`config.mk`:
```
export PLATFORM = sky130hd
export DESIGN_NAME = isu_cell
export DESIGN_NICKNAME = d
export VERILOG_FILES = /design/src/design/isu_pkg.sv /design/src/design/isu_cell.sv
export SDC_FILE = /design/constraint.sdc
export NUM_CORES = 1
export LEC_CHECK = 0
export BUFFER_PORTS_ARGS = -buffer_cell sky130_fd_sc_hd__buf_4
export CORE_AREA = 2 2 120 122
export CTS_CLUSTER_DIAMETER = 50
export DETAILED_ROUTE_END_ITERATION = 12
export DIE_AREA = 0 0 122 124
export GPL_ROUTABILITY_DRIVEN = 1
export MAX_ROUTING_LAYER = met4
export PLACE_DENSITY_LB_ADDON = 0.15
export SLEW_MARGIN = 10
export SYNTH_ARGS = -nofsm -noshare
export SYNTH_HDL_FRONTEND = slang
export SYNTH_SLANG_ARGS = --single-unit
```
`constraint.sdc`:
```
create_clock -name clk -period 5.7 [get_ports clk]
set_clock_uncertainty 0.15 [all_clocks]
set_input_delay 0.285 -clock clk [delete_from_list [all_inputs] [get_ports clk]]
set_output_delay 0.285 -clock clk [all_outputs]
set_load 0.05 [all_outputs]
```
`src/design/isu_pkg.sv`:
```
// Shared types and constants for the interval set union insert block.
package isu_pkg;

  localparam int CAPACITY_DEF  = 64;
  localparam int TIME_BITS_DEF = 32;
  localparam int OP_W          = 2;
  localparam int INDEX_W       = 6;
  localparam int STATUS_W      = 2;

  // Request opcodes
  localparam logic [OP_W-1:0] OP_INSERT = 2'd0;
  localparam logic [OP_W-1:0] OP_READ   = 2'd1;
  localparam logic [OP_W-1:0] OP_CLEAR  = 2'd2;
  localparam logic [OP_W-1:0] OP_UNUSED = 2'd3;

  // Result status codes
  localparam logic [STATUS_W-1:0] ST_OK    = 2'd0;
  localparam logic [STATUS_W-1:0] ST_FULL  = 2'd1;
  localparam logic [STATUS_W-1:0] ST_RANGE = 2'd2;

  // Command broadcast to every cell
  typedef enum logic [2:0] {
    CMD_HOLD,
    CMD_CMP,
    CMD_INS,
    CMD_MERGE,
    CMD_COLL
  } cell_cmd_t;

  // Per-cell classification against the interval being inserted
  typedef struct packed {
    logic below;
    logic ovl;
    logic above;
    logic dead;
  } cell_flag_t;

  // Sequencer states
  typedef enum logic [1:0] {
    S_IDLE,
    S_EXEC,
    S_APPLY,
    S_COLL
  } isu_state_t;

endpackage

```
`src/design/isu_cell.sv`:
```
// One table slot: holds an interval and its flags, moves data to and from its neighbors.
module isu_cell #(
  parameter int TW = isu_pkg::TIME_BITS_DEF
) (
  input  logic                  clk,
  input  logic                  rst_n,
  input  isu_pkg::cell_cmd_t    cmd,
  input  logic                  valid_i,
  input  logic [TW-1:0]         new_start,
  input  logic [TW-1:0]         new_end,
  input  logic [TW-1:0]         merge_end,
  input  logic [TW-1:0]         l_start,
  input  logic [TW-1:0]         l_end,
  input  isu_pkg::cell_flag_t   l_flg,
  input  logic [TW-1:0]         r_start,
  input  logic [TW-1:0]         r_end,
  input  isu_pkg::cell_flag_t   r_flg,
  output logic [TW-1:0]         start_q,
  output logic [TW-1:0]         end_q,
  output isu_pkg::cell_flag_t   flg_q
);

  logic [TW-1:0]       start_r, start_nxt;
  logic [TW-1:0]       end_r, end_nxt;
  isu_pkg::cell_flag_t flg_r, flg_nxt;

  // Local update rule
  always_comb begin
    start_nxt = start_r;
    end_nxt   = end_r;
    flg_nxt   = flg_r;
    case (cmd)
      isu_pkg::CMD_CMP: begin
        flg_nxt.below = valid_i && (end_r < new_start);
        flg_nxt.ovl   = valid_i && (end_r >= new_start) && (start_r <= new_end);
        flg_nxt.above = valid_i && (start_r > new_end);
        flg_nxt.dead  = 1'b0;
      end
      isu_pkg::CMD_INS: begin
        // open a gap at the first slot not below the new interval
        if (!flg_r.below) begin
          if (l_flg.below) begin
            start_nxt = new_start;
            end_nxt   = new_end;
          end else begin
            start_nxt = l_start;
            end_nxt   = l_end;
          end
        end
      end
      isu_pkg::CMD_MERGE: begin
        if (flg_r.ovl && !l_flg.ovl) begin
          start_nxt = (start_r < new_start) ? start_r : new_start;
          end_nxt   = merge_end;
        end else if (flg_r.ovl) begin
          flg_nxt.dead = 1'b1;
        end
      end
      isu_pkg::CMD_COLL: begin
        // close one dead slot per cycle
        if (flg_r.dead || flg_r.above) begin
          start_nxt     = r_start;
          end_nxt       = r_end;
          flg_nxt.dead  = r_flg.dead;
          flg_nxt.above = r_flg.above;
        end
      end
      default: begin
      end
    endcase
  end

  // Interval payload
  always_ff @(posedge clk) begin
    start_r <= start_nxt;
    end_r   <= end_nxt;
  end

  // Flags
  always_ff @(posedge clk) begin
    if (!rst_n) begin
      flg_r <= '0;
    end else begin
      flg_r <= flg_nxt;
    end
  end

  assign start_q = start_r;
  assign end_q   = end_r;
  assign flg_q   = flg_r;

endmodule

```
=== Word level (Yosys, flattened, before mapping) ===
Index checks and enable logic that the tools add are counted.

* Magnitude comparators: 5
* Equality and inequality tests: 10
* Mux-type cells: 16
* Reduce and logical (&&, ||, !) cells: 14

{| class="wikitable"
|+ Operators with widths
! cell !! count
|-
| $mux 32 || 9
|-
| $pmux 32 s3 || 2
|-
| $lt 32x32->1 || 2
|-
| $ge 32x32->1 || 1
|-
| $gt 32x32->1 || 1
|-
| $le 32x32->1 || 1
|-
| $ne 2x2->1 const B || 6
|-
| $reduce_and 4->1 || 2
|-
| $eq 3x2->1 const B || 2
|-
| $reduce_bool 3->1 || 2
|-
| $logic_and 1x1->1 || 5
|-
| $reduce_and 5->1 || 1
|-
| $eq 3x1->1 const B || 1
|-
| $eq 3x3->1 const B || 1
|-
| $pmux 1 s3 || 1
|-
| $mux 1 || 2
|-
| $mux 2 || 1
|-
| $pmux 1 s2 || 1
|-
| $reduce_and 2->1 || 1
|-
| $reduce_bool 2->1 || 1
|-
| $logic_not 1->1 || 1
|-
| $logic_or 1x1->1 || 1
|}

* Flip-flop bits (word level): 68
* Output and inout bits: 68

=== Depth between registers and ports, before layout ===
Gate-level depths: netlist of run 1.

* Depth in word-level cells: 4
* Mapped depth: 8
* Mapped depth without buffers: 8

=== Least setup slack after synthesis of run 1 ===
Ideal clock, no wire load.

* Path kind: reg-to-reg
* Start: register flg_r, in the netlist flg_q[0]
* End: register start_r[0], in the netlist start_q[0] (enable)
* Data arrival time: 4.284 ns
* Data required time: 5.109 ns
* Slack: 0.825 ns
* Cell stages (with the launch flop): 5
* Path buffers: 0
* Clock period less this slack: 4.875 ns
* Cells stage by stage: dfxtp_1 > nor2_1 > o21ai_1 > o21ai_0 > a31oi_1

* Word-level cells in the longest chain between the ends: 3

{| class="wikitable"
|+ Ends and longest elaborated chain
! what !! RTL line !! source
|-
| from (decl) || isu_cell.sv:25 || <nowiki>isu_pkg::cell_flag_t flg_r, flg_nxt;</nowiki>
|-
| from (signal assigned) || isu_cell.sv:84 || <nowiki>flg_r <= flg_nxt;</nowiki>
|-
| $logic_or 1x1->1 || isu_cell.sv:61 || <nowiki>if (flg_r.dead || flg_r.above) begin</nowiki>
|-
| $ne 2x2->1 (no source line) || -- ||
|-
| $reduce_and 5->1 (no source line) || -- ||
|-
| to (signal assigned) || isu_cell.sv:75 || <nowiki>start_r <= start_nxt;</nowiki>
|-
| to (decl) || isu_cell.sv:23 || <nowiki>logic [TW-1:0] start_r, start_nxt;</nowiki>
|}

No other way between the ends.
A chain may end at the register's enable or synchronous reset.

=== Worst setup path after layout of run 1 ===
* Start: register start_r[27], in the netlist start_q[27]
* End: register start_r[8], in the netlist start_q[8] (enable)

* Word-level cells in the longest chain between the ends: 3

{| class="wikitable"
|+ Ends and longest elaborated chain
! what !! RTL line !! source
|-
| $lt 32x32->1 || isu_cell.sv:53 || <nowiki>start_nxt = (start_r < new_start) ? start_r : new_start;</nowiki>
|-
| $ne 2x2->1 (no source line) || -- ||
|-
| $reduce_and 5->1 (no source line) || -- ||
|}

No other way between the ends.

==> results of run 1 <==
-- per-stage QoR --
| step | total power, W | instance area, um^2 | utilization | setup WS (ps) |
|---|---|---|---|---|
| after floorplan | 0.000889 | 5760 | - | 825 |
| after global placement | 0.00111 | 8210 | 0.598 | 2550 |
| after detailed placement | 0.00113 | 8210 | 0.598 | 2530 |
| after CTS | 0.00178 | 8540 | 0.623 | 2510 |
| after global routing | 0.00184 | 8570 | 0.625 | 2490 |
| final | 0.00177 | 8570 | 0.625 | 2690 |
-- per-layer routing --
metal,GRT usage,wire length [um],up-vias
met3,0.0412,1420,27
met1,0.302,7920,2849
met5,-,0,-
met2,0.486,10600,251
met4,0.0826,371,0
li1,-,-,2870
-- state kept, by name, summed over array words and instances (netlist names) --
| name | cells |
|---|---|
| end_q | 32 |
| flg_q | 4 |
| start_q | 32 |
-- report_power, final --
part,switching (W),leakage [nW],internal (W)
registers,0.0000200,0.624,0.000583
clock network,0.000224,0.162,0.000424
logic,0.000281,3.43,0.000238
-- synthesized netlist by cell type, types with 4 or more instances --
cell type                   number
sky130_fd_sc_hd__a21o_1          8
sky130_fd_sc_hd__mux2i_1        32
sky130_fd_sc_hd__nand4_1        17
sky130_fd_sc_hd__o21a_1          7
sky130_fd_sc_hd__nor3_1          4
sky130_fd_sc_hd__a222oi_1       32
sky130_fd_sc_hd__a21oi_1        35
sky130_fd_sc_hd__buf_1           4
sky130_fd_sc_hd__nand3_1         9
sky130_fd_sc_hd__nor2b_1         4
sky130_fd_sc_hd__clkbuf_1       21
sky130_fd_sc_hd__a2111oi_0       4
sky130_fd_sc_hd__o21ai_1        42
sky130_fd_sc_hd__nor2_1         12
sky130_fd_sc_hd__edfxtp_1       64
sky130_fd_sc_hd__o21ai_0         6
sky130_fd_sc_hd__inv_1         103
sky130_fd_sc_hd__a22oi_1        34
sky130_fd_sc_hd__nand2_1        19
sky130_fd_sc_hd__o211ai_1        5
sky130_fd_sc_hd__ha_1           95
sky130_fd_sc_hd__dfxtp_1         4
-- kinds of logic (layout without fill, tap and decap cells) --
kind of cell	after synthesis	after routing	share of synthesized area
compound gates	190	190	0.229
flops	68	68	0.348
fa+ha+maj	95	95	0.206
mux	32	32	0.0556
buf+inv	128	424	0.0834
simple gates	79	79	0.0780
-- layout make-up --
type	instances	area [um^2]
Fill cell	1154	5150
Multi-Input combinational cell	396	3310
Timing Repair Buffer	305	2310
Sequential cell	68	2000
Inverter	103	387
Clock buffer	10	229
Tap cell	180	225
Clock inverter	6	103
-- final timing paths --
kind	from	end	slack, ps	cells after the start
worst max-delay path	start_q[27]	start_q[8]	2690	8
worst min-delay path	rst_n	flg_q[3]	10	2
worst max register to register	start_q[27]	start_q[8]	2690	8
worst min register to register	flg_q[0]	flg_q[0]	390	2
==> impl_metrics.xml, run 1 <==
<?xml version="1.0" encoding="UTF-8"?>
<metrics>
  <group name="die">
    <metric name="floorplan.die.height" unit="um">124</metric>
    <metric name="design.die.area" unit="mm^2">0.0151</metric>
    <metric name="rows" unit="">43</metric>
    <metric name="initial_utilization" unit="">0.420</metric>
    <metric name="die_width" unit="um">122</metric>
    <metric name="io_pins" unit="">306</metric>
    <metric name="fp.coreArea" unit="mm^2">0.0137</metric>
  </group>
  <group name="power">
    <metric name="pwr_density_cell" unit="mW/mm^2">207</metric>
    <metric name="worst_vdd_ir" unit="uV">135</metric>
    <metric name="p_leak" unit="nW">4.21</metric>
  </group>
  <group name="timing">
    <metric name="timing.final.crit_period" unit="ps">3010</metric>
    <metric name="worst_pin_slew" unit="ps">1260</metric>
    <metric name="relSlewSlack" unit="">0.160</metric>
    <metric name="drv_slew" unit="">0</metric>
    <metric name="hold_viol" unit="">0</metric>
    <metric name="setup_total_negative_slack" unit="ps">0</metric>
    <metric name="maxClockFrequency" unit="MHz">332</metric>
    <metric name="layout_worst_path_cycle_share" unit="">0.528</metric>
    <metric name="whs" unit="ps">13.2</metric>
    <metric name="setup-violations-final" unit="">0</metric>
    <metric name="rsz_0062_raised_after_global_routing" unit="">false</metric>
  </group>
  <group name="clock_network">
    <metric name="cts_hold_buffers" unit="">0</metric>
    <metric name="clock_tree.root_cell" unit="">sky130_fd_sc_hd__clkbuf_16</metric>
    <metric name="numCtsBuffers" unit="">9</metric>
    <metric name="total_clock_sinks" unit="">68</metric>
    <metric name="cts-htree-levels" unit="">3</metric>
    <metric name="clk_latency" unit="ps">350</metric>
    <metric name="clockBufferDepth" unit="">2</metric>
    <metric name="clkSlewWorstSetupHoldPaths" unit="ps">60</metric>
    <metric name="clock_tree_from_tritoncts" unit="">yes</metric>
    <metric name="number_of_resized_instances_in_the_post_cts_repair_step" unit="">0</metric>
    <metric name="post_cts.repair.setup_buffers" unit="">0</metric>
  </group>
  <group name="logic_synthesis">
    <metric name="synth_seq_area_share" unit="">0.348</metric>
    <metric name="synth_top_cell_area_share" unit="">0.334</metric>
    <metric name="synth_area_per_cell" unit="um^2">9.73</metric>
    <metric name="asyncSetResetFlopFracSynth" unit="">0</metric>
    <metric name="synth_enable_flop_cells" unit="">64</metric>
    <metric name="distinct_cell_type_count_after_synthesis" unit="">45</metric>
    <metric name="syn_inst" unit="">592</metric>
    <metric name="ys_warn_count" unit="">0</metric>
    <metric name="syn-num-nets" unit="">925</metric>
    <metric name="synth_top_flop_cell" unit="">sky130_fd_sc_hd__edfxtp_1</metric>
    <metric name="netlist_top_cells_area" unit="">sky130_fd_sc_hd__edfxtp_1, sky130_fd_sc_hd__ha_1, sky130_fd_sc_hd__inv_1</metric>
    <metric name="syn_area" unit="mm^2">0.00576</metric>
    <metric name="synth-seq-cells" unit="">68</metric>
    <metric name="yosysTopAreaCell" unit="">sky130_fd_sc_hd__edfxtp_1</metric>
  </group>
  <group name="route">
    <metric name="drt_pre_antenna_iters" unit="">7</metric>
    <metric name="drt_drc_violations_left" unit="">0</metric>
    <metric name="route.antenna.remaining_nets" unit="">0</metric>
    <metric name="num_vias" unit="">5997</metric>
    <metric name="detail_route.wirelength" unit="um">20300</metric>
    <metric name="detail_route.iter0.violations" unit="">468</metric>
    <metric name="post_drt_wl_per_cell" unit="um">19.0</metric>
    <metric name="drt-vias-per-instance" unit="">5.62</metric>
  </group>
  <group name="worst_setup_path">
    <metric name="timing.critical_path.arrival" unit="ps">2960</metric>
    <metric name="path_max_fanout" unit="">18</metric>
    <metric name="crit_chain" unit="">ha_1, a2111oi_0, o21ai_1, o2111ai_1, nand3_1, o21ai_0, a31oi_4, buf_16</metric>
    <metric name="timing.critical_path.buf_inv" unit="">1</metric>
    <metric name="cp_data_required_time" unit="ps">5650</metric>
    <metric name="setup_crit_path_kind" unit="">reg2reg</metric>
    <metric name="end_kind" unit="">flip-flop</metric>
    <metric name="cpLargestDelayFamily" unit="">compound AO/OA/AOI/OAI gates</metric>
    <metric name="critPathLaunchType" unit="">flip-flop</metric>
    <metric name="max_stage_delay" unit="ps">460</metric>
    <metric name="critPathSlowestCell" unit="">sky130_fd_sc_hd__a2111oi_0</metric>
  </group>
  <group name="placed_design">
    <metric name="number_of_instances_in_the_placed_design" unit="">1051</metric>
    <metric name="final_gp_congestion" unit="">0.917</metric>
    <metric name="portBuffers" unit="">301</metric>
    <metric name="post-dp-hpwl" unit="um">15700</metric>
  </group>
  <group name="layout">
    <metric name="antenna_cells_inserted" unit="">0</metric>
    <metric name="final_common_cell" unit="">sky130_fd_sc_hd__buf_4</metric>
    <metric name="commonest_cells_after_routing_fill_and_taps_aside" unit="">sky130_fd_sc_hd__buf_4, sky130_fd_sc_hd__inv_1, sky130_fd_sc_hd__ha_1</metric>
    <metric name="area.growth.synth_to_final" unit="%">48.8</metric>
    <metric name="post_layout_nonfiller_instances" unit="">1068</metric>
    <metric name="fin_nets" unit="">1216</metric>
    <metric name="post_route_cells_drive_above_1_share" unit="">0.369</metric>
  </group>
  <group name="grt">
    <metric name="grt_overflow" unit="">0</metric>
    <metric name="first_pass_grt_wire_length" unit="um">30000</metric>
    <metric name="grt_max_degree" unit="">39</metric>
    <metric name="number_of_antenna_violations_at_the_first_check_in_global_routing" unit="">0</metric>
    <metric name="first_global_vias" unit="">6015</metric>
    <metric name="groute.usage.overall" unit="">0.267</metric>
  </group>
  <group name="worst_hold_path">
    <metric name="timing.hold.worst.class" unit="">in2reg</metric>
  </group>
  <group name="status">
    <metric name="outcome" unit="">finished clean</metric>
  </group>
  <group name="flow_run">
    <metric name="maxCapViolations" unit="">0</metric>
  </group>
</metrics>
Power figures use the tool's default switching activity.
==> run 2: changes to the inputs <==
--- a/config.mk
+++ b/config.mk
@@ -6,10 +6,9 @@
 export NUM_CORES = 1
 export LEC_CHECK = 0
 export BUFFER_PORTS_ARGS = -buffer_cell sky130_fd_sc_hd__buf_4
-export CORE_AREA = 2 2 120 122
+export CORE_UTILIZATION = 42
 export CTS_CLUSTER_DIAMETER = 50
 export DETAILED_ROUTE_END_ITERATION = 12
-export DIE_AREA = 0 0 122 124
 export GPL_ROUTABILITY_DRIVEN = 1
 export MAX_ROUTING_LAYER = met4
 export PLACE_DENSITY_LB_ADDON = 0.15
==> constraint.sdc (replaced) <==
create_clock -name clk -period 2.75 [get_ports clk]
set_clock_uncertainty 0.15 [all_clocks]
set_input_delay 0.1375 -clock clk [delete_from_list [all_inputs] [get_ports clk]]
set_output_delay 0.1375 -clock clk [all_outputs]
set_load 0.05 [all_outputs]
==> run 2 against run 1 <==
Via count rose by 12%. Non-clock buffer count up 144. Die area down 6.3%. Register-to-register slack lost 2600 ps. First-iteration DRC count is 12% higher. Total power up 100%. Clock-buffer cell count is the same. Combinational power rose to 2.6 times the previous value. Clock power up 58%. Sequential share of layout area is 3.2 points lower.
==> impl_metrics.xml, run 2 (synthesized netlist as in run 1, its figures left out) <==
<?xml version="1.0" encoding="UTF-8"?>
<metrics>
  <group name="status">
    <metric name="outcome" unit="">finished clean</metric>
  </group>
  <group name="worst_setup_path">
    <metric name="timing.critical_path.arrival" unit="ps">2560</metric>
    <metric name="critPathLaunchType" unit="">flip-flop</metric>
    <metric name="setup.reg_to_reg.worst_slack" unit="ps">130</metric>
    <metric name="path_max_fanout" unit="">25</metric>
    <metric name="cp_data_required_time" unit="ps">2690</metric>
    <metric name="timing.rr.end" unit="">start_q[13]</metric>
    <metric name="end_kind" unit="">flip-flop</metric>
    <metric name="timing.rr.start" unit="">start_q[4]</metric>
    <metric name="r2r_cells" unit="">7</metric>
    <metric name="setup_crit_path_kind" unit="">reg2reg</metric>
  </group>
  <group name="layout">
    <metric name="final_common_cell" unit="">sky130_fd_sc_hd__buf_4</metric>
    <metric name="multi_input_gate_area_in_the_final_layout" unit="mm^2">0.00332</metric>
    <metric name="antenna_cells_inserted" unit="">0</metric>
    <metric name="fin_area" unit="mm^2">0.00993</metric>
    <metric name="area.growth.synth_to_final" unit="%">72.4</metric>
    <metric name="fill_cells" unit="">932</metric>
    <metric name="fin_nets" unit="">1360</metric>
    <metric name="commonest_cells_after_routing_fill_and_taps_aside" unit="">sky130_fd_sc_hd__buf_4, sky130_fd_sc_hd__dlygate4sd3_1, sky130_fd_sc_hd__inv_1</metric>
    <metric name="regArea" unit="mm^2">0.00200</metric>
    <metric name="post_route_cells_drive_above_1_share" unit="">0.323</metric>
  </group>
  <group name="clock_network">
    <metric name="post_cts.repair.setup_buffers" unit="">0</metric>
    <metric name="total_clock_sinks" unit="">68</metric>
    <metric name="cts-htree-levels" unit="">3</metric>
    <metric name="clockBufferDepth" unit="">2</metric>
    <metric name="numCtsBuffers" unit="">9</metric>
    <metric name="clock_tree_from_tritoncts" unit="">yes</metric>
    <metric name="clk_latency" unit="ps">340</metric>
    <metric name="clkSlewWorstSetupHoldPaths" unit="ps">50</metric>
    <metric name="clock_tree.root_cell" unit="">sky130_fd_sc_hd__clkbuf_16</metric>
  </group>
  <group name="grt">
    <metric name="groute.usage.overall" unit="">0.337</metric>
    <metric name="number_of_antenna_violations_at_the_first_check_in_global_routing" unit="">0</metric>
    <metric name="first_global_vias" unit="">7119</metric>
    <metric name="first_pass_grt_wire_length" unit="um">35800</metric>
    <metric name="grt_overflow" unit="">0</metric>
    <metric name="grt_max_degree" unit="">43</metric>
  </group>
  <group name="route">
    <metric name="detail_route.wirelength" unit="um">23300</metric>
    <metric name="num_vias" unit="">6736</metric>
    <metric name="drt_pre_antenna_iters" unit="">6</metric>
    <metric name="drt_drc_violations_left" unit="">0</metric>
    <metric name="route.antenna.remaining_nets" unit="">0</metric>
    <metric name="drt-vias-per-instance" unit="">5.59</metric>
    <metric name="detail_route.iter0.violations" unit="">522</metric>
    <metric name="post_drt_wl_per_cell" unit="um">19.3</metric>
  </group>
  <group name="placed_design">
    <metric name="portBuffers" unit="">301</metric>
    <metric name="placed_cell_area" unit="mm^2">0.00827</metric>
    <metric name="post-dp-hpwl" unit="um">16100</metric>
    <metric name="final_gp_congestion" unit="">0.907</metric>
  </group>
  <group name="timing">
    <metric name="layout_worst_path_cycle_share" unit="">0.952</metric>
    <metric name="timing.final.crit_period" unit="ps">2620</metric>
    <metric name="rsz_0062_raised_after_global_routing" unit="">false</metric>
    <metric name="setup_total_negative_slack" unit="ps">0</metric>
    <metric name="setup-violations-final" unit="">0</metric>
    <metric name="hold_viol" unit="">0</metric>
    <metric name="worst_pin_slew" unit="ps">953</metric>
    <metric name="relSlewSlack" unit="">0.363</metric>
    <metric name="drv_slew" unit="">0</metric>
    <metric name="maxClockFrequency" unit="MHz">382</metric>
  </group>
  <group name="die">
    <metric name="design.die.area" unit="mm^2">0.0142</metric>
    <metric name="floorplan.die.height" unit="um">119</metric>
    <metric name="rows" unit="">42</metric>
    <metric name="io_pins" unit="">306</metric>
    <metric name="fp.coreArea" unit="mm^2">0.0133</metric>
    <metric name="die_width" unit="um">119</metric>
    <metric name="initial_utilization" unit="">0.433</metric>
  </group>
  <group name="power">
    <metric name="p_leak" unit="nW">4.72</metric>
    <metric name="worst_vdd_ir" unit="uV">371</metric>
    <metric name="pwr_density_cell" unit="mW/mm^2">363</metric>
  </group>
  <group name="worst_hold_path">
    <metric name="min_from" unit="">l_end[11]</metric>
    <metric name="min_delay_worst_endpoint" unit="">end_q[11]</metric>
    <metric name="timing.hold.worst.class" unit="">in2reg</metric>
    <metric name="hold_path_depth" unit="">3</metric>
  </group>
  <group name="flow_run">
    <metric name="maxCapViolations" unit="">0</metric>
  </group>
</metrics>
run 2: worst max-delay path, cell delays in order, from the launching register on:
cell	delay [ps]
sky130_fd_sc_hd__edfxtp_1	420
sky130_fd_sc_hd__ha_1	320
sky130_fd_sc_hd__a21o_1	180
sky130_fd_sc_hd__a2111oi_0	480
sky130_fd_sc_hd__a21oi_1	180
sky130_fd_sc_hd__o211ai_1	290
sky130_fd_sc_hd__a31oi_4	140
sky130_fd_sc_hd__buf_12	200
run 2: how the worst max path moves through the flow:
stage	startpoint	endpoint	depth (start not counted)
after floorplan	start_q[9]	start_q[0]	7
after global placement	start_q[4]	start_q[9]	7
after detailed placement	start_q[27]	start_q[2]	8
after CTS	start_q[4]	start_q[13]	7
after global routing	start_q[4]	start_q[11]	7
final	start_q[4]	start_q[13]	7
run 2: report_power, final:
part | internal, W | switching [W] | total, W
logic | 0.000677 | 0.000651 | 0.00133
registers | 0.00121 | 0.0000401 | 0.00125
clock network | 0.000592 | 0.000433 | 0.00102
run 2: repair_timing:
action / 4_1_cts / 5_1_grt
hold endpoints to repair: 65 / 0
resized for setup: 0 / 1
endpoints found under the setup margin: 0 / 1
hold buffers: 141 / 0
run 2: final cells by class:
cell class / count / area share
timing repair buffer: 449 / 0.378
clock inverter: 4 / 0.00189
clock buffer: 10 / 0.0231
multi-input combinational: 396 / 0.335
tap: 176 / 0.0222
sequential: 68 / 0.202
inverter: 103 / 0.0389
run 2: metrics by stage:
stage               hold slack [ps]  instances  worst slack [ps]   util  power, W
floorplan                       105        592             -26.5      -   0.00185
global placement                200       1051               206  0.622   0.00233
detailed placement              203       1051               223  0.622   0.00235
CTS                           0.579       1206               102  0.747   0.00359
global route                   19.9       1206              7.46  0.747   0.00375
finish                         8.52       1206               131  0.747   0.00360
run 2: layer usage:
layer	global-route usage	vias up	part of all wire
met2	0.616	330	0.53
li1	-	3147	-
met1	0.366	3215	0.38
met4	0.125	0	0.025
met3	0.0532	44	0.068
met5	-	-	0
==> run 3: changes to the inputs <==
--- a/config.mk
+++ b/config.mk
@@ -10,6 +10,7 @@
 export CTS_CLUSTER_DIAMETER = 50
 export DETAILED_ROUTE_END_ITERATION = 12
 export GPL_ROUTABILITY_DRIVEN = 1
+export HOLD_SLACK_MARGIN = 0.15
 export MAX_ROUTING_LAYER = met4
 export PLACE_DENSITY_LB_ADDON = 0.15
 export SLEW_MARGIN = 10
==> run 3 against run 2 <==
Via count is 2.6% higher. Worst hold slack better by 170 ps. Setup slack worse by 8.1 ps. Sequential share of layout area is 0.52 points lower. Final cell count is 2.2% higher. Critical endpoint unchanged.
==> impl_metrics.xml, run 3 (synthesized netlist as in run 1, its figures left out) <==
<?xml version="1.0" encoding="UTF-8"?>
<metrics>
  <group name="route">
    <metric name="drt_drc_violations_left" unit="">0</metric>
    <metric name="met2_length" unit="um">13000</metric>
    <metric name="detail_route.wirelength" unit="um">24400</metric>
    <metric name="drt-vias-per-instance" unit="">5.61</metric>
    <metric name="dr.max_layer_used" unit="">met4</metric>
    <metric name="drt_pre_antenna_iters" unit="">6</metric>
    <metric name="num_vias" unit="">6911</metric>
    <metric name="wl_met1" unit="um">9240</metric>
    <metric name="wl_met3" unit="um">1500</metric>
    <metric name="detail_route.iter0.violations" unit="">523</metric>
    <metric name="post_drt_wl_per_cell" unit="um">19.8</metric>
    <metric name="route.antenna.remaining_nets" unit="">0</metric>
  </group>
  <group name="grt">
    <metric name="number_of_antenna_violations_at_the_first_check_in_global_routing" unit="">0</metric>
    <metric name="grt_max_degree" unit="">43</metric>
    <metric name="grt_overflow" unit="">0</metric>
    <metric name="groute.usage.overall" unit="">0.350</metric>
    <metric name="first_global_vias" unit="">7261</metric>
    <metric name="first_pass_grt_wire_length" unit="um">36800</metric>
  </group>
  <group name="flow_run">
    <metric name="maxCapViolations" unit="">0</metric>
  </group>
  <group name="timing">
    <metric name="worst_pin_slew" unit="ps">937</metric>
    <metric name="setup_total_negative_slack" unit="ps">0</metric>
    <metric name="timing.final.crit_period" unit="ps">2630</metric>
    <metric name="rsz_0062_raised_after_global_routing" unit="">false</metric>
    <metric name="relSlewSlack" unit="">0.374</metric>
    <metric name="drv_slew" unit="">0</metric>
    <metric name="setup_ws" unit="ps">123</metric>
    <metric name="setup-violations-final" unit="">0</metric>
    <metric name="hold_viol" unit="">0</metric>
    <metric name="maxClockFrequency" unit="MHz">381</metric>
    <metric name="layout_worst_path_cycle_share" unit="">0.955</metric>
  </group>
  <group name="clock_network">
    <metric name="clock_tree_from_tritoncts" unit="">yes</metric>
    <metric name="cts-htree-levels" unit="">3</metric>
    <metric name="clock_tree.root_cell" unit="">sky130_fd_sc_hd__clkbuf_16</metric>
    <metric name="clk_latency" unit="ps">340</metric>
    <metric name="numCtsBuffers" unit="">9</metric>
    <metric name="clockBufferDepth" unit="">2</metric>
    <metric name="total_clock_sinks" unit="">68</metric>
    <metric name="clkSlewWorstSetupHoldPaths" unit="ps">60</metric>
  </group>
  <group name="placed_design">
    <metric name="final_gp_congestion" unit="">0.907</metric>
    <metric name="post-dp-hpwl" unit="um">16100</metric>
    <metric name="placed_cell_area" unit="mm^2">0.00827</metric>
    <metric name="portBuffers" unit="">301</metric>
    <metric name="number_of_instances_in_the_placed_design" unit="">1051</metric>
    <metric name="preCtsSetupSlack" unit="ps">223</metric>
  </group>
  <group name="die">
    <metric name="rows" unit="">42</metric>
    <metric name="fp.coreArea" unit="mm^2">0.0133</metric>
    <metric name="die_width" unit="um">119</metric>
    <metric name="design.die.area" unit="mm^2">0.0142</metric>
    <metric name="io_pins" unit="">306</metric>
    <metric name="initial_utilization" unit="">0.433</metric>
    <metric name="floorplan.die.height" unit="um">119</metric>
  </group>
  <group name="worst_setup_path">
    <metric name="setup_crit_path_kind" unit="">reg2reg</metric>
    <metric name="critPathSlowestCell" unit="">sky130_fd_sc_hd__a2111oi_0</metric>
    <metric name="end_kind" unit="">flip-flop</metric>
    <metric name="max_stage_delay" unit="ps">480</metric>
    <metric name="crit_chain" unit="">ha_1, a21o_1, a2111oi_0, a21oi_1, o211ai_1, a31oi_4, buf_12</metric>
    <metric name="path_max_fanout" unit="">25</metric>
    <metric name="setup.reg_to_reg.worst_slack" unit="ps">120</metric>
    <metric name="timing.rr.start" unit="">start_q[4]</metric>
    <metric name="timing.rr.end" unit="">start_q[13]</metric>
    <metric name="cpLargestDelayFamily" unit="">compound AO/OA/AOI/OAI gates</metric>
    <metric name="timing.critical_path.buf_inv" unit="">1</metric>
    <metric name="critPathLaunchType" unit="">flip-flop</metric>
    <metric name="r2r_cells" unit="">7</metric>
    <metric name="cp-startpoint" unit="">start_q[4]</metric>
    <metric name="timing.critical_path.arrival" unit="ps">2570</metric>
    <metric name="cp_data_required_time" unit="ps">2690</metric>
  </group>
  <group name="power">
    <metric name="pwr_density_cell" unit="mW/mm^2">359</metric>
    <metric name="p_switching" unit="W">0.00114</metric>
    <metric name="swShare" unit="">0.312</metric>
    <metric name="clockPowerShare" unit="">0.281</metric>
    <metric name="p_int" unit="W">0.00252</metric>
    <metric name="worst_vdd_ir" unit="uV">376</metric>
    <metric name="power_frac_comb" unit="">0.378</metric>
    <metric name="power_share_of_the_sequential_group" unit="">0.342</metric>
    <metric name="p_leak" unit="nW">4.82</metric>
  </group>
  <group name="layout">
    <metric name="post_layout_nonfiller_instances" unit="">1232</metric>
    <metric name="post_route_cells_drive_above_1_share" unit="">0.315</metric>
    <metric name="final_core_utilization" unit="">0.766</metric>
    <metric name="fin_nets" unit="">1386</metric>
    <metric name="antenna_cells_inserted" unit="">0</metric>
    <metric name="final_common_cell" unit="">sky130_fd_sc_hd__buf_4</metric>
    <metric name="commonest_cells_after_routing_fill_and_taps_aside" unit="">sky130_fd_sc_hd__buf_4, sky130_fd_sc_hd__dlygate4sd3_1, sky130_fd_sc_hd__inv_1</metric>
    <metric name="area.growth.synth_to_final" unit="%">77.0</metric>
    <metric name="fin_area" unit="mm^2">0.0102</metric>
  </group>
  <group name="status">
    <metric name="outcome" unit="">finished clean</metric>
  </group>
  <group name="worst_hold_path">
    <metric name="min_from" unit="">cmd[2]</metric>
    <metric name="min_delay_worst_endpoint" unit="">flg_q[1]</metric>
    <metric name="timing.hold.worst.class" unit="">in2reg</metric>
    <metric name="hold_path_depth" unit="">5</metric>
  </group>
</metrics>
==> run 3: how the worst max path moves through the flow <==
| stage | endpoint | slack [ps] | cells past startpoint |
|---|---|---|---|
| 2_1_floorplan | start_q[0] | -30 | 7 |
| 3_3_place_gp | start_q[9] | 210 | 7 |
| 3_5_place_dp | start_q[2] | 220 | 8 |
| 4_1_cts | start_q[13] | 100 | 7 |
| 5_1_grt | start_q[11] | 7 | 7 |
| 6_report | start_q[13] | 120 | 7 |
==> run 3: cell type report <==
type                            count  area, um^2
Clock buffer                       10         229
Inverter                          103         387
Fill cell                         880        3110
Sequential cell                    68        2000
Timing Repair Buffer              475        4010
Clock inverter                      4        18.8
Tap cell                          176         220
Multi-Input combinational cell    396        3320
==> run 3: power groups by stage <==
stage,Sequential [W],Clock (W),Combinational [W]
after floorplan,0.00141,0,0.000435
after global placement,0.00127,0,0.00106
after detailed placement,0.00127,0,0.00108
final,0.00125,0.00103,0.00138
after CTS,0.00125,0.00104,0.00134
after global routing,0.00125,0.00107,0.00148
==> run 3: repair_timing <==
item                                    in CTS  in global routing
hold buffers                               167                  0
hold endpoints to repair                    68                  0
gates resized for setup                      0                  1
buffers inserted                             0                  0
endpoints found under the setup margin       0                  2
==> run 3: per-layer routing <==
| metal | vias up | global-route usage |
|---|---|---|
| li1 | 3200 | - |
| met2 | 339 | 0.641 |
| met5 | - | - |
| met1 | 3319 | 0.374 |
| met3 | 53 | 0.0536 |
| met4 | 0 | 0.140 |
==> run 3: worst register-to-register path: cells and delay by family, from the launching register on <==
| kind | cells | cell delay, ps |
|---|---|---|
| AOI/OAI and AO/OA | 5 | 1270 |
| DFF | 1 | 420 |
| adders and majority gates | 1 | 320 |
| buffers and inverters | 1 | 200 |
==> run 3: through the flow <==
stage | power, W | hold WS [ps]
floorplan | 0.00185 | 105
global placement | 0.00233 | 200
detailed placement | 0.00235 | 203
CTS | 0.00363 | 155
global route | 0.00380 | 256
finish | 0.00366 | 181
